==> config.mk <==
export PLATFORM = sky130hd
export DESIGN_NAME = mrpc_win_mask
export DESIGN_NICKNAME = d
export VERILOG_FILES = /design/src/sv/mrpc_pkg.sv /design/src/sv/mrpc_win_mask.sv
export SDC_FILE = /design/constraint.sdc
export NUM_CORES = 1
export LEC_CHECK = 0
export CORE_MARGIN = 8
export CORE_UTILIZATION = 60
export DETAILED_ROUTE_END_ITERATION = 10
export DONT_BUFFER_PORTS = 1
export PLACE_DENSITY_LB_ADDON = 0.2
export SLEW_MARGIN = 20
export SYNTH_ARGS = -nofsm -noshare
export SYNTH_HDL_FRONTEND = slang
export SYNTH_SLANG_ARGS = --single-unit
==> constraint.sdc <==
create_clock -name vclk -period 2.6
set_clock_uncertainty 0.05 [all_clocks]
set_input_delay 0.13 -clock vclk [all_inputs]
set_output_delay 0.13 -clock vclk [all_outputs]
set_load 0.02 [all_outputs]
==> src/sv/mrpc_pkg.sv <==
`timescale 1ns / 1ps

package mrpc_pkg;

  typedef enum logic [1:0] {
    OP_CLEAR = 2'd0,
    OP_WRITE = 2'd1,
    OP_READ  = 2'd2,
    OP_NONE  = 2'd3
  } op_t;

  typedef enum logic [1:0] {
    STG_IDLE,
    STG_WRITE,
    STG_READ
  } stage_t;

  localparam logic [1:0] CFG_X_FIRST = 2'd0;
  localparam logic [1:0] CFG_X_LAST  = 2'd1;
  localparam logic [1:0] CFG_Y_FIRST = 2'd2;
  localparam logic [1:0] CFG_Y_LAST  = 2'd3;

  localparam logic [6:0] X_FIRST_RST = 7'd0;
  localparam logic [6:0] X_LAST_RST  = 7'd127;
  localparam logic [5:0] Y_FIRST_RST = 6'd0;
  localparam logic [5:0] Y_LAST_RST  = 6'd63;

  typedef struct packed {
    logic [6:0] x_first;
    logic [6:0] x_last;
    logic [5:0] y_first;
    logic [5:0] y_last;
  } window_t;

  // one stored word: eight row bytes of one page, byte k is row 8p+k
  typedef logic [7:0][7:0] page_word_t;

endpackage

==> src/sv/mrpc_win_mask.sv <==
`timescale 1ns / 1ps

module mrpc_win_mask #(
  parameter int WIDTH = 128
) (
  input  mrpc_pkg::window_t win,
  input  logic [5:0]        row,
  input  logic [3:0]        column_byte,
  input  logic [7:0]        pixels,
  output logic [7:0]        kept
);

  logic row_in;

  assign row_in = (row >= win.y_first) && (row <= win.y_last);

  always_comb begin
    logic [6:0] x;
    kept = '0;
    x    = '0;
    for (int b = 0; b < 8; b++) begin
      x = {column_byte, 3'(b)};
      // bit 7 of the byte is the leftmost pixel
      kept[7 - b] = pixels[7 - b] & row_in & (32'(x) < 32'(WIDTH)) &
                    (x >= win.x_first) & (x <= win.x_last);
    end
  end

endmodule

==> run_results.csv <==
group,metric,value,unit
timing,hold-worst-slack,0.324,ns
timing,fin_tns_setup,0,ns
detailed_routing,drc,0,
placed_design,gp_congestion,0.779,
placed_design,port_buffers,0,
power,seqPwrFrac,0,%
floorplanning,std_cell_rows,13,
placed_design,postPlaceCellArea,868,um^2
detailed_routing,routed_wl,2050,um
clock_tree,cts_hold_buf,0,
timing,min_period,1.93,ns
power,powerDensity,159,nW/um^2
global_route,grt_pass1_wl,3130,um
logic_synthesis,synth_cells,118,
floorplanning,start_util,64.8,%
power,power_switching_share,58.0,%
layout,nFlopsAndLatches,0,
floorplanning,dieArea,2880,um^2
timing,finalSetupViolCount,0,
layout,fin_nets,186,
floorplanning,die_w,53.7,um
layout,fin_area,868,um^2
min_path,hold_depth,2,
timing,fmax,519,MHz
setup_path,crit_path_end_kind,"output pin",
layout,seqCellArea,0,um^2
detailed_routing,via_count,823,
logic_synthesis,syn_area,853,um^2
timing,max_slew_margin,57.1,%
logic_synthesis,syn-num-nets,184,
detailed_routing,ant_nets,0,
power,internal-power,0.0581,mW
setup_path,crit_path_start,"win[18]",
power,clkPwrFrac,0,%
logic_synthesis,synth_warnings,0,
timing,worstMarginPinSlew,0.638,ns
power,p_leak,0.442,nW
layout,clock_buffers,0,
layout,final_cell_count_no_fill,133,
global_route,track_usage,13.0,%
setup_path,worst_ep_required_time,2.42,ns
power,ir_drop,78.7,uV
min_path,min_from,"pixels[1]",
setup_path,path_class,"in -> out",
layout,final_cell_mix,"22 x ha_1, 21 x inv_1, 11 x a21oi_1, 7 x o21ai_0, 6 x nand3_1",
global_route,antenna_found_initial,0,
floorplanning,fp.dieH,53.7,um
placed_design,dp.final_hpwl,1880,um
layout,drive_above_1_share,11.9,%
timing,final_max_slew_viol_count,0,
logic_synthesis,yosysSeqAreaShare,0,%
power,p_comb_share,100.0,%
global_route,gr-total-overflow,0,
detailed_routing,avgRoutedWirePerCell,15.4,um
run,cap_violations,0,
power,power_switching,0.0801,mW
min_path,hp-class,"in -> out",
placed_design,dp_cells,133,
setup_path,critPathLaunchType,"input pin",
floorplanning,io_pins,52,
global_route,grt_max_degree,10,
clock_tree,post_cts_buffers,0,
clock_tree,cts_resized,0,
detailed_routing,first_pass_iters,4,
detailed_routing,via_per_inst,6.19,
setup_path,path_max_fanout,9,
outcome,status,"finished clean",
layout,area_growth_syn_to_layout,1.76,%
timing,finalHoldViolations,0,
layout,antenna-diode-count,0,
timing,grt_setup_unrepaired,"no",
logic_synthesis,ys_types,35,
setup_path,arrival,1.75,ns
logic_synthesis,syn_area_per_cell,7.23,um^2
layout,layout_commonest_cell,"ha_1",
floorplanning,core-area,1320,um^2
detailed_routing,drt_iter0_drc,19,
global_route,grt_pass1_vias,765,
timing,final.period_utilization,74.1,%
-- final timing paths --
path	to	slack, ns
worst max-delay path	kept[4]	0.67
worst min-delay path	kept[1]	0.32
-- metrics by stage --
stage,setup WS (ns),power [mW],utilization [%]
global placement,0.686,0.135,65.9
finish,0.674,0.138,65.9
floorplan,0.804,0.118,-
detailed placement,0.655,0.139,65.9
global route,0.517,0.158,65.9
CTS,0.652,0.139,65.9
-- cell type report --
cell class                      instances  area, um^2
Tap cell                               15        18.8
Fill cell                             138         449
Multi-Input combinational cell         96         763
Inverter                               21        78.8
Timing Repair Buffer                    1        7.51
-- power by group through the flow --
stage	combinational (mW)	clock (mW)	sequential, mW
6_report	0.138	0	0
5_1_grt	0.158	0	0
3_5_place_dp	0.139	0	0
4_1_cts	0.139	0	0
3_3_place_gp	0.135	0	0
2_1_floorplan	0.118	0	0
-- worst max-delay path, cell delays in order --
cell	delay, ns
inv_1	0.02
ha_1	0.35
nand4_2	0.15
or2_0	0.40
nand2_1	0.12
o21ai_1	0.08
nor4b_2	0.50
-- metal layers --
metal | share of wire [%] | GRT usage, % | vias up
met5 | 0 | 0 | -
met4 | 0 | 0 | 0
met2 | 42 | 21.0 | 36
li1 | - | - | 436
met3 | 11 | 3.86 | 0
met1 | 47 | 17.4 | 351
-- logic make-up (layout without fill, tap and decap cells) --
group	Yosys count	after routing	synth area share (%)
fa+ha+maj	22	22	32.3
simple gates	35	35	26.1
compound gates	39	39	31.1
buf+inv	22	22	10.6
-- synthesized netlist by cell type, drive strengths merged, types with 2 or more instances --
library cell,n,area [um^2]
a211oi,2,20.0
a21o,4,31.3
a21oi,11,55.1
a41o,2,21.3
ha,22,275
inv,21,78.8
nand2,5,18.8
nand2b,2,12.5
nand3,6,30.0
nand4,3,25.0
nor2,6,25.0
nor3,5,35.0
nor4,2,18.8
nor4b,2,30.0
o211ai,2,15.0
o21ai,12,63.8
o31ai,3,36.3
Note: power is estimated with default switching activity, not from simulation.
